### src/design/hbd_pkg.sv
// Shared types and constants for the hunked binary image deframer.
// Used by every module of the block; has no dependencies of its own.
`default_nettype none

package hbd_pkg;

    // Result status codes.
    typedef enum logic [1:0] {
        ST_DATA = 2'd0,
        ST_EOF  = 2'd1,
        ST_ERR  = 2'd2
    } status_t;

    // Parser position: header bytes, data phase, or faulted.
    typedef enum logic [2:0] {
        POS_HDR0  = 3'd0,
        POS_HDR1  = 3'd1,
        POS_HDR2  = 3'd2,
        POS_HDR3  = 3'd3,
        POS_HDR4  = 3'd4,
        POS_DATA  = 3'd5,
        POS_FAULT = 3'd6
    } pos_t;

    // Configuration register file.
    localparam int unsigned PADDR_W = 3;
    localparam logic FMT_HUNKED = 1'b0;
    localparam logic FMT_RAW    = 1'b1;

    // Flag byte of the end-of-file header.
    localparam logic [7:0] END_FLAG = 8'hff;

    // One result beat.
    typedef struct packed {
        status_t     status;
        logic [7:0]  data_byte;
        logic [15:0] hunk_address;
        logic [7:0]  hunk_flag;
    } result_t;

endpackage

`default_nettype wire

### src/design/hbd_regs.sv
// APB configuration register file of the deframer: holds the file format.
// Depends on hbd_pkg.
`default_nettype none

module hbd_regs (
    input  wire logic                        clk,
    input  wire logic                        rst_n,
    input  wire logic                        psel,
    input  wire logic                        penable,
    input  wire logic                        pwrite,
    input  wire logic [hbd_pkg::PADDR_W-1:0] paddr,
    input  wire logic [31:0]                 pwdata,
    output logic      [31:0]                 prdata,
    output logic                             pready,
    output logic                             file_format
);

    logic fmt_reg;
    logic fmt_next;
    logic sel_fmt;

    // Register 0 answers wherever the upper address bit is clear; the upper address bit selects beyond it.
    assign sel_fmt = (paddr[hbd_pkg::PADDR_W-1] == 1'b0);

    always_comb
    begin
        fmt_next = fmt_reg;
        if (psel && penable && pwrite && pready && sel_fmt)
        begin
            fmt_next = pwdata[0];
        end
    end

    always_ff @(posedge clk or negedge rst_n)
    begin
        if (!rst_n)
        begin
            fmt_reg <= hbd_pkg::FMT_HUNKED;
        end
        else
        begin
            fmt_reg <= fmt_next;
        end
    end

    // Read back; unused words read as zero.
    assign prdata      = sel_fmt ? {31'd0, fmt_reg} : 32'd0;
    assign pready      = 1'b1;
    assign file_format = fmt_reg;

endmodule

`default_nettype wire

### src/design/hbd_parse.sv
// Header parser of the deframer: hunk state registers and result logic.
// Depends on hbd_pkg.
`default_nettype none

module hbd_parse (
    input  wire logic            clk,
    input  wire logic            rst_n,
    input  wire logic            accept,
    input  wire logic            file_format,
    input  wire logic [7:0]      in_byte,
    input  wire logic            stream_end,
    output logic                 res_valid,
    output hbd_pkg::result_t     res
);

    hbd_pkg::pos_t pos_reg;
    hbd_pkg::pos_t pos_next;
    logic [7:0]    flag_reg;
    logic [7:0]    flag_next;
    logic [15:0]   remain_reg;
    logic [15:0]   remain_next;
    logic [15:0]   addr_reg;
    logic [15:0]   addr_next;
    logic          take_header;
    hbd_pkg::pos_t hdr_pos;
    hbd_pkg::status_t res_status;
    logic [7:0]    res_byte;

    // Next hunk state and the result of one beat.
    always_comb
    begin
        pos_next    = pos_reg;
        flag_next   = flag_reg;
        remain_next = remain_reg;
        addr_next   = addr_reg;
        res_valid   = 1'b0;
        res_status  = hbd_pkg::ST_DATA;
        res_byte    = 8'd0;
        take_header = 1'b0;
        hdr_pos     = pos_reg;

        if (file_format == hbd_pkg::FMT_RAW)
        begin
            res_valid = 1'b1;
            if (stream_end)
            begin
                res_status = hbd_pkg::ST_EOF;
            end
            else
            begin
                res_byte = in_byte;
            end
        end
        else if (pos_reg == hbd_pkg::POS_FAULT || pos_reg[2:1] == 2'b11 || stream_end)
        begin
            res_valid  = 1'b1;
            res_status = hbd_pkg::ST_ERR;
        end
        else if (pos_reg == hbd_pkg::POS_DATA && remain_reg != 16'd0)
        begin
            remain_next = remain_reg - 16'd1;
            pos_next    = (remain_reg == 16'd1) ? hbd_pkg::POS_HDR0 : hbd_pkg::POS_DATA;
            res_valid   = 1'b1;
            res_byte    = in_byte;
        end
        else
        begin
            // A data phase with nothing left restarts at header byte 0.
            take_header = 1'b1;
            if (pos_reg == hbd_pkg::POS_DATA)
            begin
                hdr_pos = hbd_pkg::POS_HDR0;
            end
        end

        if (take_header)
        begin
            case (hdr_pos)
                hbd_pkg::POS_HDR0:
                begin
                    flag_next = in_byte;
                    pos_next  = hbd_pkg::POS_HDR1;
                end
                hbd_pkg::POS_HDR1:
                begin
                    remain_next = {in_byte, remain_reg[7:0]};
                    pos_next    = hbd_pkg::POS_HDR2;
                end
                hbd_pkg::POS_HDR2:
                begin
                    remain_next = {remain_reg[15:8], in_byte};
                    pos_next    = hbd_pkg::POS_HDR3;
                end
                hbd_pkg::POS_HDR3:
                begin
                    addr_next = {in_byte, addr_reg[7:0]};
                    pos_next  = hbd_pkg::POS_HDR4;
                end
                default:
                begin
                    // Last header byte: the hunk is complete.
                    addr_next = {addr_reg[15:8], in_byte};
                    if (flag_reg == hbd_pkg::END_FLAG)
                    begin
                        res_valid = 1'b1;
                        if (remain_reg == 16'd0)
                        begin
                            res_status = hbd_pkg::ST_EOF;
                            pos_next   = hbd_pkg::POS_HDR0;
                        end
                        else
                        begin
                            res_status = hbd_pkg::ST_ERR;
                            pos_next   = hbd_pkg::POS_FAULT;
                        end
                    end
                    else
                    begin
                        pos_next = (remain_reg == 16'd0) ? hbd_pkg::POS_HDR0
                                                         : hbd_pkg::POS_DATA;
                    end
                end
            endcase
        end
    end

    // The result carries the hunk state as it stands after the beat.
    always_comb
    begin
        res.status       = res_status;
        res.data_byte    = res_byte;
        res.hunk_address = addr_next;
        res.hunk_flag    = flag_next;
    end

    // Hunk state updates only on an accepted beat.
    always_ff @(posedge clk or negedge rst_n)
    begin
        if (!rst_n)
        begin
            pos_reg    <= hbd_pkg::POS_HDR0;
            flag_reg   <= 8'd0;
            remain_reg <= 16'd0;
            addr_reg   <= 16'd0;
        end
        else if (accept)
        begin
            pos_reg    <= pos_next;
            flag_reg   <= flag_next;
            remain_reg <= remain_next;
            addr_reg   <= addr_next;
        end
    end

endmodule

`default_nettype wire

### src/design/hbd_outreg.sv
// Result register of the deframer: holds one beat until the sink takes it.
// Depends on hbd_pkg.
`default_nettype none

module hbd_outreg (
    input  wire logic             clk,
    input  wire logic             rst_n,
    input  wire logic             load,
    input  wire logic             res_valid,
    input  wire hbd_pkg::result_t res,
    input  wire logic             out_stall,
    output logic                  out_valid,
    output hbd_pkg::result_t      out_res,
    output logic                  busy
);

    logic             valid_reg;
    logic             valid_next;
    hbd_pkg::result_t res_reg;

    // Busy while a beat is held and the sink stalls it.
    assign busy = valid_reg && out_stall;

    always_comb
    begin
        valid_next = valid_reg;
        if (load)
        begin
            valid_next = res_valid;
        end
        else if (!out_stall)
        begin
            valid_next = 1'b0;
        end
    end

    always_ff @(posedge clk or negedge rst_n)
    begin
        if (!rst_n)
        begin
            valid_reg <= 1'b0;
        end
        else
        begin
            valid_reg <= valid_next;
        end
    end

    // Payload needs no reset.
    always_ff @(posedge clk)
    begin
        if (load && res_valid)
        begin
            res_reg <= res;
        end
    end

    assign out_valid = valid_reg;
    assign out_res   = res_reg;

endmodule

`default_nettype wire

### src/design/hunk_binary_deframer_core.sv
// Hunked binary image deframer, top level.
// A result beat is registered and appears in the cycle after its input beat is accepted.
// Throughput: one input beat per cycle; input stalls only while a result beat
// is held in the output register and the sink stalls it.
// Reset clears the hunk state, the output valid and the file format (hunked).
// Depends on hbd_pkg, hbd_regs, hbd_parse and hbd_outreg.
`default_nettype none

module hunk_binary_deframer_core (
    input  wire logic                        clk,
    input  wire logic                        rst_n,
    // Configuration port.
    input  wire logic                        psel,
    input  wire logic                        penable,
    input  wire logic                        pwrite,
    input  wire logic [hbd_pkg::PADDR_W-1:0] paddr,
    input  wire logic [31:0]                 pwdata,
    output logic      [31:0]                 prdata,
    output logic                             pready,
    // Input byte stream.
    input  wire logic                        in_valid,
    output logic                             in_stall,
    input  wire logic [7:0]                  in_byte,
    input  wire logic                        stream_end,
    // Result stream.
    output logic                             out_valid,
    input  wire logic                        out_stall,
    output logic      [1:0]                  status,
    output logic      [7:0]                  data_byte,
    output logic      [15:0]                 hunk_address,
    output logic      [7:0]                  hunk_flag
);

    logic             file_format;
    logic             accept;
    logic             busy;
    logic             res_valid;
    hbd_pkg::result_t res;
    hbd_pkg::result_t out_res;

    hbd_regs u_regs (
        .clk         (clk),
        .rst_n       (rst_n),
        .psel        (psel),
        .penable     (penable),
        .pwrite      (pwrite),
        .paddr       (paddr),
        .pwdata      (pwdata),
        .prdata      (prdata),
        .pready      (pready),
        .file_format (file_format)
    );

    // A beat is taken whenever the result register can take its result.
    assign in_stall = busy;
    assign accept   = in_valid && !busy;

    hbd_parse u_parse (
        .clk         (clk),
        .rst_n       (rst_n),
        .accept      (accept),
        .file_format (file_format),
        .in_byte     (in_byte),
        .stream_end  (stream_end),
        .res_valid   (res_valid),
        .res         (res)
    );

    hbd_outreg u_outreg (
        .clk       (clk),
        .rst_n     (rst_n),
        .load      (accept),
        .res_valid (res_valid),
        .res       (res),
        .out_stall (out_stall),
        .out_valid (out_valid),
        .out_res   (out_res),
        .busy      (busy)
    );

    assign status       = out_res.status;
    assign data_byte    = out_res.data_byte;
    assign hunk_address = out_res.hunk_address;
    assign hunk_flag    = out_res.hunk_flag;

endmodule

`default_nettype wire

### config.mk
export PLATFORM = sky130hd
export DESIGN_NAME = hunk_binary_deframer_core
export DESIGN_NICKNAME = d
export VERILOG_FILES = /design/src/design/hbd_pkg.sv /design/src/design/hbd_regs.sv /design/src/design/hbd_parse.sv /design/src/design/hbd_outreg.sv /design/src/design/hunk_binary_deframer_core.sv
export SDC_FILE = /design/constraint.sdc
export NUM_CORES = 1
export LEC_CHECK = 0
export BUFFER_PORTS_ARGS = -buffer_cell sky130_fd_sc_hd__clkbuf_2
export CORE_ASPECT_RATIO = 0.7
export CORE_MARGIN = 1.5
export CORE_UTILIZATION = 45
export CTS_BUF_LIST = sky130_fd_sc_hd__clkbuf_16
export DETAILED_ROUTE_END_ITERATION = 8
export PLACE_DENSITY = 0.73
export SYNTH_ARGS = -nofsm -noshare
export SYNTH_HDL_FRONTEND = slang
export SYNTH_SLANG_ARGS = --single-unit
### constraint.sdc
create_clock -name clk -period 4.2 [get_ports clk]
set_clock_uncertainty 0.15 [all_clocks]
set_input_delay 0.42 -clock clk [delete_from_list [all_inputs] [get_ports clk]]
set_output_delay 0.42 -clock clk [all_outputs]
set_load 0.02 [all_outputs]
After elaboration in Yosys (flattened, before gate mapping)

Index checks and enable logic that the tools add are counted.
Widths: inputs -> output; s select.

$add $sub $neg: 1
Eq/ne operators: 13
Muxes and demuxes: 45
Bitwise logic cells: 1
Reductions and logical operators: 19

Operators by type and width:

| operator              | number |
|---|---|
| $mux 16               | 5 |
| $pmux 16 s2           | 2 |
| $mux 8                | 6 |
| $mux 3                | 12 |
| $eq 16x1->1 const B   | 1 |
| $logic_not 16->1      | 1 |
| $reduce_bool 16->1    | 1 |
| $sub 16x1->16 const B | 1 |
| $mux 1                | 13 |
| $mux 2                | 6 |
| $pmux 3 s4            | 1 |
| $eq 8x8->1 const B    | 1 |
| $logic_and 1x1->1     | 7 |
| $eq 3x2->1 const B    | 2 |
| $eq 3x3->1 const B    | 2 |
| $ne 2x1->1 const B    | 3 |
| $ne 2x2->1 const B    | 2 |
| $reduce_and 2->1      | 2 |
| $reduce_and 4->1      | 1 |
| $reduce_or 4->1       | 1 |
| $eq 3x1->1 const B    | 1 |
| $logic_not 3->1       | 1 |
| $reduce_or 3->1       | 1 |
| $eq 2x2->1 const B    | 1 |
| 4 further kinds       | 5 |

Register bits after elaboration: 79
Input port bits: 51
Output and inout port bits: 69
Logic and storage cells: 90

Depth between registers and ports, before layout

Gate-level depths: netlist of the first run.

Depth in word-level cells: 10
Mapped depth: 8
Depth with buffers taken out: 7

By module

From an unflattened synthesis of the first run, not the netlist that was laid out.

Cells, all modules: 361
Area total of the unflattened synthesis: 4217.8 um2

By module, submodules not included:

| module                    | times used | cells each | area each (um2) | seq. area each (um2) |
|---|---|---|---|---|
| hbd_parse                 | 1          | 284        | 2830.2          | 1076.0 |
| hbd_outreg                | 1          | 38         | 1072.3          | 1046.0 |
| hbd_regs                  | 1          | 38         | 301.5           | 25.0 |
| hunk_binary_deframer_core | 1          | 1          | 13.8            | 0.0 |

Least setup slack after synthesis of the first run

OpenSTA, ideal clock, no wires.

Path type: register -> register
Start: reg u_parse.remain_reg[0]
End: reg u_outreg.res_reg, in the netlist u_outreg.out_res[0] (enable)
Setup time: 0.489 ns
Arrival: 3.883 ns
Required time: 3.561 ns
Path slack: -0.322 ns
Cell stages (with the launch flop): 7
Path buffers: 0
Clock period less this slack: 4.522 ns
Path through: dfrtp_1 inv_1 ha_1 nor4b_2 nand4_1 nand2_1 a311oi_1

Word-level cells in the longest chain between the ends: 10
Elaborated cells between the ends (all ways): 20
Classes of those cells: eq/ne: 3; mux: 12; reduce/logical: 5

RTL lines:

| item                                     | RTL line         | RTL |
|---|---|---|
| start: declaration                       | hbd_parse.sv:20  | `logic [15:0] remain_reg;` |
| start signal: assignment                 | hbd_parse.sv:150 | `remain_reg <= remain_next;` |
| $reduce_bool 16->1 *                     | hbd_parse.sv:59  | `else if (pos_reg == hbd_pkg::POS_DATA && remain_reg != 16'd0)` |
| $logic_and 1x1->1 *                      | hbd_parse.sv:59  |  |
| $mux 3                                   | hbd_parse.sv:59  |  |
| $mux 3                                   | hbd_parse.sv:54  | `else if (pos_reg == hbd_pkg::POS_FAULT \|\| pos_reg[2:1] == 2'b11 \|\| stream_end)` |
| $mux 3                                   | hbd_parse.sv:42  | `if (file_format == hbd_pkg::FMT_RAW)` |
| $eq 3x1->1, or another cell as far along | hbd_parse.sv:78  | `case (hdr_pos)` |
| $reduce_or 4->1 (no line)                | n/a              |  |
| $mux 1                                   | hbd_parse.sv:78  |  |
| $mux 1 *                                 | hbd_parse.sv:76  | `if (take_header)` |
| $logic_and 1x1->1 *                      | hbd_outreg.sv:52 | `if (load && res_valid)` |
| end signal: assignment                   | hbd_outreg.sv:54 | `res_reg <= res;` |
| end: declaration                         | hbd_outreg.sv:19 | `hbd_pkg::result_t res_reg;` |

Every way passes the cells marked *; elsewhere a longest branch is shown, timed or not.
A chain may end at the register's enable or synchronous reset.

Worst setup path after layout of the first run

Start: reg u_parse.remain_reg[0]
End: reg u_outreg.res_reg, in the netlist u_outreg.out_res[4] (enable)

Same word-level chain as after synthesis.

==> results of run 1 <==
[critical path, stage by stage (launching register included)]
cell	delay, ns
dfrtp_1	0.42
inv_1	0.09
ha_1	0.23
nor4b_2	0.17
nand4_1	0.11
buf_4	0.21
nand2_1	0.11
a311oi_4	0.72
buf_4	0.42
[area by class of cell]
type                    count  share of cell area (%)
clock inverters             7                   1.644
multi-input cells         275                   39.98
repair buffers             58                   6.166
flip-flops and latches     79                   44.09
well taps                 124                   3.186
clock buffers               9                   4.625
inverters                   4                  0.3083
[routing by layer]
layer / GRT usage, % / wire (µm) / up-vias
met4: 5.736 / 113 / 0
li1: - / - / 1440
met1: 28.29 / 4559 / 1525
met3: 5.847 / 832 / 13
met5: 0 / 0 / -
met2: 27.17 / 4136 / 150
[power by group]
| group | leakage, nW | total [W] | internal [W] | switching [W] |
|---|---|---|---|---|
| Sequential | 0.870 | 0.00134 | 0.00112 | 0.000221 |
| Clock | 0.148 | 0.000784 | 0.000467 | 0.000317 |
| Combinational | 1.03 | 0.000970 | 0.000425 | 0.000545 |
[cell families after synthesis]
logic type | Yosys count
and+or+nand+nor | 120
DFF | 79
AOI/OAI and AO/OA | 72
buffers and inverters | 55
muxes | 48
adders and majority gates | 3
other | 2
[metrics by stage]
step | power [W] | area, µm² | utilization [%] | hold WS, ns | setup WS, ns
global route | 0.003265 | 4870 | 53.05 | 0.07186 | 1.099
detailed placement | 0.002315 | 4564 | 49.72 | 0.3429 | 1.319
floorplan | 0.002079 | 4433 | - | -0.02559 | 1.005
finish | 0.003099 | 4870 | 53.05 | 0.02265 | 1.248
CTS | 0.003108 | 4870 | 53.05 | 0.03923 | 1.273
global placement | 0.002282 | 4564 | 49.72 | 0.3316 | 1.356
[path summary, 6_finish.rpt]
path | from | endpoint | slack, ns | cells past startpoint
setup reg to reg | u_parse.remain_reg[0] | u_outreg.out_res[4] | 1.25 | 8
hold / removal | rst_n | u_parse.remain_reg[11] | 0.02 | 2
max in group asynchronous | rst_n | u_parse.remain_reg[5] | 3.46 | 2
hold reg to reg | u_parse.addr_reg[0] | u_parse.addr_reg[0] | 0.36 | 1
setup / recovery | u_parse.remain_reg[0] | u_outreg.out_res[4] | 1.25 | 8
min in group clk | pwdata[0] | u_regs.file_format | 0.18 | 2
[cell usage in the layout (no fill, tap or decap), types with 11 or more instances in the layout]
cell type	instances
nand2_1	35
clkbuf_2	54
nor2_1	17
edfxtp_1	34
mux2_4	16
and2_1	11
mux2_2	29
a21oi_1	13
nand4_1	11
conb_1	32
o21ai_0	15
dfrtp_1	45
==> run metrics, run 1 <==
First-pass DRT Iterations=4; number of synthesized flops with an enable pin=34; synth top area cells=dfrtp_1 (26%), edfxtp_1 (24%), mux2_2 (7.6%); Clock Root Buffer=clkbuf_16; Seq/Total Area, Yosys=49.77%; Initial Util=46.99%; Static Leak=2.046 nW; share of cells above drive strength 1=31.48%; Crit path required time=4.06 ns; HP Class=in -> async; Die Width=120.0 µm; max FFs per register=34; via count=3128; critical path type=reg -> reg; num rows=29; drt first-iter violations=209; Max Slew Vio Count=0; largest net degree at the start of global routing=46; storage element area=2147 µm²; Area Overhead vs Synth=12.88%; Slew @ Worst Pin=0.8056 ns; main combinational cell family by area after synthesis=simple AND/OR/NAND/NOR gates; post-synth top area share=26.10%; post-route ant nets=0; clock-pin slew on the worst setup and hold paths=0.06 ns; area of the multi-input gates=1947 µm²; area leader, netlist=dfrtp_1; compound-gate portion of the synthesized area=11.69%; Main synth FF type=dfrtp_1; Critical Path End Type=flip-flop; first-pass GRT wire length=15090 µm; fin crit period=2.952 ns; vias per cell=5.626; Top-Level Pins=120; status=complete, no violations; Die ar.=10190 µm²; Die Y-Extent=84.92 µm; worst-path maximum fanout=23; Congestion Overflow GR=0; maximum VDD drop=335.7 µV; Core ar.=9180 µm²; Routed WL=9641 µm; RSZ-0062 raised after global routing=no; endpoints failing setup=0; Async SR Flop Fraction=56.96%; Resize count post-CTS=0; CTS tree=yes; Ys Warns=0; Post-Layout Cell Count=556; postcts setup bufs=0; # diodes=0; type of origin of the critical path=flip-flop; top-count cell post-synth=dfrtp_1; Max Freq=338.7 MHz; number of distinct library cells after synthesis=60; HPWL Detailed=6593 µm; maxcap violations=0; # hold bufs at CTS=0; mux contribution to synthesized area=13.83%; H-Tree Depth=3; final number of hold-violating endpoints=0; flops & latches, synth=79; Power per Cell Area=636.4 nW/µm²; # placed instances=540; WL/cell=17.34 µm; CTS buffer count=9; crit share post-route=70.29%; gr usage total=19.19%; DRC viols=0; Max Buffers Root-to-Sink=2; xor/xnor share of the synthesized area=0%; Final TNS setup=0 ns; post-synthesis simple-gate area fraction=15.55%; Sink Count=79; routability-driven placement congestion ratio=0.9255; post-synthesis cell area=4314 µm²; Synth Instances=379; vias in the first global route=2807; Commonest cells post-synth=dfrtp_1 (45), nand2_1 (35), buf_4 (34), edfxtp_1 (34), mux2_2 (29); Clk Latency, worst-skew pair=0.33 ns; fin nets=481; Arr. time, crit path=2.82 ns; initial antenna violation count=0; syn_area_per_cell=11.38 µm²; Slew HR=46.30%; post-synthesis adder-cell area fraction=0.8701%; PortBufs=54; fill count=785
No activity file was read; power rests on OpenSTA's default activity.
==> run 2, diff against run 1 <==
--- a/config.mk
+++ b/config.mk
@@ -11,7 +11,7 @@
 export CORE_UTILIZATION = 45
 export CTS_BUF_LIST = sky130_fd_sc_hd__clkbuf_16
 export DETAILED_ROUTE_END_ITERATION = 8
-export PLACE_DENSITY = 0.73
+export PLACE_DENSITY = 0.7
 export SYNTH_ARGS = -nofsm -noshare
 export SYNTH_HDL_FRONTEND = slang
 export SYNTH_SLANG_ARGS = --single-unit
==> constraint.sdc (replaced) <==
create_clock -name clk -period 2.9 [get_ports clk]
set_clock_uncertainty 0.15 [all_clocks]
set_input_delay 0.29 -clock clk [delete_from_list [all_inputs] [get_ports clk]]
set_output_delay 0.29 -clock clk [all_outputs]
set_load 0.02 [all_outputs]
==> run metrics, run 2 (synthesis gave the netlist of run 1 again) <==
Slew @ Worst Pin=0.7364 ns (-0.06918 ns); DRC viols=0 (unchanged); first-pass GRT wire length=15610 µm (+3.5%); worst-path maximum fanout=8 (-65%); Top-Level Pins=120 (unchanged); Slew HR=50.91% (+4.6 points); PortBufs=54 (unchanged); Top Usage Layer GRT=met1; H-Tree Depth=3 (unchanged); endpoints failing setup=0 (unchanged); GR met1 Demand/Resource=29.92% (+1.6 points); Buffers & Inverters on Critical Path=1 (-2); HP Class=in -> reg; Max Freq=408.8 MHz (+21%); drt first-iter violations=264 (+26%); fin nets=492 (+2.3%); Routed WL=9660 µm (+0.20%); cells along the critical path=inv_1 -> ha_1 -> nor4b_2 -> and4_1 -> and3_4 -> o21ai_4 -> mux2_4; WL/cell=17.04 µm (-1.7%); largest net degree at the start of global routing=36 (-22%); critical path type=reg -> reg; Max Buffers Root-to-Sink=2 (unchanged); type of origin of the critical path=flip-flop; max FFs per register=34 (unchanged); Crit path required time=2.84 ns (-1.22 ns); fill count=814 (+3.7%); First-pass DRT Iterations=4 (unchanged); Power per Cell Area=896.9 nW/µm² (+41%); share of cells above drive strength 1=32.73% (+1.2 points); Clock Root Buffer=clkbuf_16; post-route ant nets=0 (unchanged); worst flop-to-flop path endpoint=u_outreg.out_res[5]; fin crit period=2.446 ns (-0.5059 ns); Worst path top cell family by delay=simple AND/OR/NAND/NOR gates; num rows=29 (unchanged); Static Leak=2.094 nW (+2.3%); initial antenna violation count=0 (unchanged); final number of hold-violating endpoints=0 (unchanged); met2 Use GR=28.31% (+1.1 points); met3 usage=5.376% (-0.47 points); postcts setup bufs=0 (unchanged); start point of the critical path=u_parse.remain_reg[0]; via count=3090 (-1.2%); crit share post-route=84.35% (+14 points); vias per cell=5.450 (-3.1%); Area Overhead vs Synth=14.44%; R2R cell count=7 (-1); RSZ-0062 raised after global routing=no; CTS buffer count=9 (unchanged); Critical R2R Launch=u_parse.remain_reg[0]; Core ar.=9180 µm² (unchanged); clock-pin slew on the worst setup and hold paths=0.06 ns (about the same); CTS tree=yes; maximum VDD drop=531.4 µV (+58%); gr usage total=19.95% (+0.77 points); Sink Count=79 (unchanged); commonest non-fill, non-tap cells in the layout=clkbuf_2 (54), dfrtp_1 (45), nand2_1 (35); Max Slew Vio Count=0 (unchanged); hold_sp=pwdata[0]; Die Width=120.0 µm (unchanged); Levels on crit path=7 (-1); maxcap violations=0 (unchanged); routability-driven placement congestion ratio=0.9334 (+0.85%); Die ar.=10190 µm² (unchanged); Critical Path End Type=flip-flop; Clk Latency, worst-skew pair=0.34 ns (about the same); hold path endpoint=u_regs.file_format; HPWL Detailed=6741 µm (+2.2%); commonest non-fill, non-tap cell in the layout=clkbuf_2; Slowest-stage cell, CP=dfrtp_1; Congestion Overflow GR=0 (unchanged); Final TNS setup=0 ns (unchanged); # diodes=0 (unchanged); Hold Slack=0.04026 ns (+0.01761 ns); r2r setup slk=0.45 ns (-0.79 ns); Arr. time, crit path=2.39 ns (-0.43 ns); Worst path max stage delay=0.42 ns (-0.30 ns); Resize count post-CTS=0 (unchanged); Die Y-Extent=84.92 µm (unchanged); vias in the first global route=2910 (+3.7%); hold depth=2; Initial Util=46.99% (unchanged); status=complete, no violations
==> run 2: cell count changes in the layout (fill, tap and decap cells not counted), sizes merged <==
cell         before  now
bufinv            1    0
clkinv            3    4
dlygate4sd3       0    1
buf               4   14
==> run 2: cell type report <==
type | count | area (µm²) | share of cell area (%)
Multi-Input combinational cell | 275 | 1947 | 39.43
Timing Repair Buffer | 69 | 397.9 | 8.059
Tap cell | 124 | 155.1 | 3.142
Clock buffer | 9 | 225.2 | 4.562
Clock inverter | 7 | 50.05 | 1.014
Inverter | 4 | 15.01 | 0.3041
Sequential cell | 79 | 2147 | 43.49
==> run 2: metrics by stage <==
step | worst slack, ns | instance area [µm²] | total power (W) | utilization, % | instances
final | 0.4537 | 4937 | 0.004428 | 53.78 | 567
after global routing | 0.3223 | 4937 | 0.004682 | 53.78 | 567
after floorplan | 0.2205 | 4444 | 0.003017 | - | 409
after CTS | 0.4613 | 4937 | 0.004458 | 53.78 | 567
after global placement | 0.5241 | 4652 | 0.003366 | 50.67 | 550
after detailed placement | 0.4766 | 4652 | 0.003405 | 50.67 | 550
==> run 2: how the worst max path moves through the flow <==
stage	endpoint	slack (ns)
floorplan	u_outreg.out_res[0]	0.22
detailed placement	u_outreg.out_res[5]	0.48
global placement	u_outreg.out_res[6]	0.52
finish	u_outreg.out_res[5]	0.45
CTS	u_outreg.out_res[5]	0.46
global route	u_parse.remain_reg[9]	0.32
==> run 2: metal layers <==
layer	part of all wire (%)	vias up
li1	-	1457
met1	47	1502
met2	44	120
met3	7.7	11
met4	1.3	0
met5	0	-
==> run 2: repair_timing <==
item	in CTS	in global routing
hold endpoints to repair	26	0
endpoints found under the setup margin	0	0
hold buffers	1	0
==> run 2: power by group <==
part | internal [W] | switching, W
logic | 0.000653 | 0.000783
clock network | 0.000581 | 0.000451
registers | 0.00163 | 0.000333
==> run 3, diff against run 2 <==
--- a/config.mk
+++ b/config.mk
@@ -11,7 +11,7 @@
 export CORE_UTILIZATION = 45
 export CTS_BUF_LIST = sky130_fd_sc_hd__clkbuf_16
 export DETAILED_ROUTE_END_ITERATION = 8
-export PLACE_DENSITY = 0.7
+export PLACE_DENSITY = 0.73
 export SYNTH_ARGS = -nofsm -noshare
 export SYNTH_HDL_FRONTEND = slang
 export SYNTH_SLANG_ARGS = --single-unit
==> constraint.sdc (replaced) <==
create_clock -name clk -period 2.1 [get_ports clk]
set_clock_uncertainty 0.15 [all_clocks]
set_input_delay 0.21 -clock clk [delete_from_list [all_inputs] [get_ports clk]]
set_output_delay 0.21 -clock clk [all_outputs]
set_load 0.02 [all_outputs]
==> run metrics, run 3 (synthesis gave the netlist of run 1 again) <==
status=finished with violations; failing checks=negative setup slack; commonest non-fill, non-tap cell in the layout=buf_4; Area Overhead vs Synth=31.44%; met3 usage=5.712% (+0.34 points); Die Y-Extent=84.92 µm (unchanged); Sink Count=79 (unchanged); CTS tree=yes; Die ar.=10190 µm² (unchanged); Clk Latency, worst-skew pair=0.34 ns (about the same); # diodes=0 (unchanged); Max Freq=447.7 MHz (+9.5%); clock power share=23.6% (+0.3 points); First-pass DRT Iterations=5 (+1); post-route ant nets=0 (unchanged); routability-driven placement congestion ratio=0.9579 (+2.6%); GR met1 Demand/Resource=31.34% (+1.4 points); Congestion Overflow GR=0 (unchanged); worst-path maximum fanout=4 (-4); Arr. time, crit path=2.31 ns (-0.08 ns); Initial Util=46.99% (unchanged); Critical Path End Type=flip-flop; gr usage total=22.04% (+2.1 points); HP Class=in -> reg; largest net degree at the start of global routing=46 (+28%); max FFs per register=34 (unchanged); internal power consumption=0.004709 W (+65%); final number of hold-violating endpoints=0 (unchanged); via count=3442 (+11%); share of cells above drive strength 1=45.12% (+12 points); Final TNS setup=-4.123 ns (-4.123 ns); Max Buffers Root-to-Sink=2 (unchanged); DRC viols=0 (unchanged); vias in the first global route=3318 (+14%); type of origin of the critical path=flip-flop; Slew @ Worst Pin=0.6131 ns (-0.1233 ns); Power per Cell Area=1256 nW/µm² (+40%); drt first-iter violations=221 (-16%); sw frac=33.89% (-1.5 points); vias per cell=5.412 (-0.69%); Static Leak=2.498 nW (+19%); crit share post-route=106.4% (+22 points); Slew HR=59.13% (+8.2 points); CTS buffer count=9 (unchanged); clock-pin slew on the worst setup and hold paths=0.06 ns (about the same); Crit path required time=2.18 ns (-0.66 ns); maximum VDD drop=639.4 µV (+20%); commonest non-fill, non-tap cells in the layout=buf_4 (74), clkbuf_2 (54), dfrtp_1 (45); Top Usage Layer GRT=met2; Seq pwr share=36.4% (-7.9 points); H-Tree Depth=3 (unchanged); critical path type=reg -> reg; Logic pwr share=40.0% (+7.6 points); maxcap violations=0 (unchanged); PortBufs=54 (unchanged); Routed WL=11060 µm (+15%); first-pass GRT wire length=17230 µm (+10%); met2 Use GR=34.03% (+5.7 points); Top-Level Pins=120 (unchanged); fin nets=561 (+14%); Core ar.=9180 µm² (unchanged); Die Width=120.0 µm (unchanged); fill count=726 (-11%); DP Worst Slack=-0.2124 ns (-0.6891 ns); # placed instances=612 (+11%); final core area utilization=61.77% (+8.0 points); Clock Root Buffer=clkbuf_16; worst setup margin=-0.1336 ns (-0.5873 ns); fin crit period=2.234 ns (-0.2127 ns); initial antenna violation count=0 (unchanged); Hold Slack=0.1065 ns (+0.06624 ns); Psw=0.002414 W (+54%); RSZ-0062 raised after global routing=yes; endpoints failing setup=71 (+71); num rows=29 (unchanged); HPWL Detailed=7655 µm (+14%); Post-Layout Cell Count=636 (+12%); Max Slew Vio Count=0 (unchanged); WL/cell=17.40 µm (+2.1%)
## run 3: path summary, 6_finish.rpt
kind | depth (start not counted) | end | slack, ns | start
setup / recovery | 10 | u_parse.remain_reg[11] | -0.13 | u_parse.remain_reg[1]
hold / removal | 3 | u_regs.file_format | 0.11 | penable
setup reg to reg | 10 | u_parse.remain_reg[11] | -0.13 | u_parse.remain_reg[1]
hold reg to reg | 1 | u_parse.addr_reg[12] | 0.36 | u_parse.addr_reg[12]
max in group asynchronous | 3 | u_parse.flag_reg[5] | 1.02 | rst_n
min in group asynchronous | 3 | u_parse.addr_reg[10] | 0.36 | rst_n
## run 3: repair_timing
item                       CTS  global route
hold buffers                 2             0
setup endpoints to repair   72            74
pin swaps                   13            10
cloned                       0             0
gates resized for setup     18            13
hold endpoints to repair    46             0
setup buffers                4             6
## run 3: worst max-delay path: stages, from the launching register on
cell and delay, ns:
dfrtp_1 0.41, inv_2 0.10, ha_4 0.15, nor4b_4 0.22
buf_4 0.15, nand4_1 0.17, buf_4 0.21, nand4_1 0.16
buf_4 0.16, o31ai_2 0.05, a31o_1 0.20
## run 3: layout make-up
type                       instances  area (µm²)  area share (%)
clock inverter                     7       97.59           1.721
multi-input combinational        275        2068           36.47
timing repair buffer             138       962.2           16.97
tap                              124       155.1           2.736
inverter                           4       15.01          0.2648
sequential                        79        2147           37.86
clock buffer                       9       225.2           3.972
## run 3: power by group through the flow
| stage | registers (W) | clock network, W | logic, W |
|---|---|---|---|
| floorplan | 0.00280 | 0 | 0.00137 |
| global placement | 0.00257 | 0 | 0.00253 |
| detailed placement | 0.00260 | 0 | 0.00259 |
| CTS | 0.00258 | 0.00170 | 0.00271 |
| global route | 0.00263 | 0.00176 | 0.00305 |
| finish | 0.00260 | 0.00168 | 0.00285 |
## run 3: per-stage QoR
stage | power [W] | instance area [µm²]
2_1_floorplan | 0.004177 | 4459
3_5_place_dp | 0.005188 | 5179
5_1_grt | 0.007449 | 5670
4_1_cts | 0.007000 | 5592
3_3_place_gp | 0.005098 | 5179
6_report | 0.007123 | 5670
## run 3: metal layers
layer / vias up / share of wire, %
li1: 1594 / -
met1: 1693 / 47
met2: 142 / 45
met3: 13 / 7.4
met4: 0 / 0.89
met5: - / 0
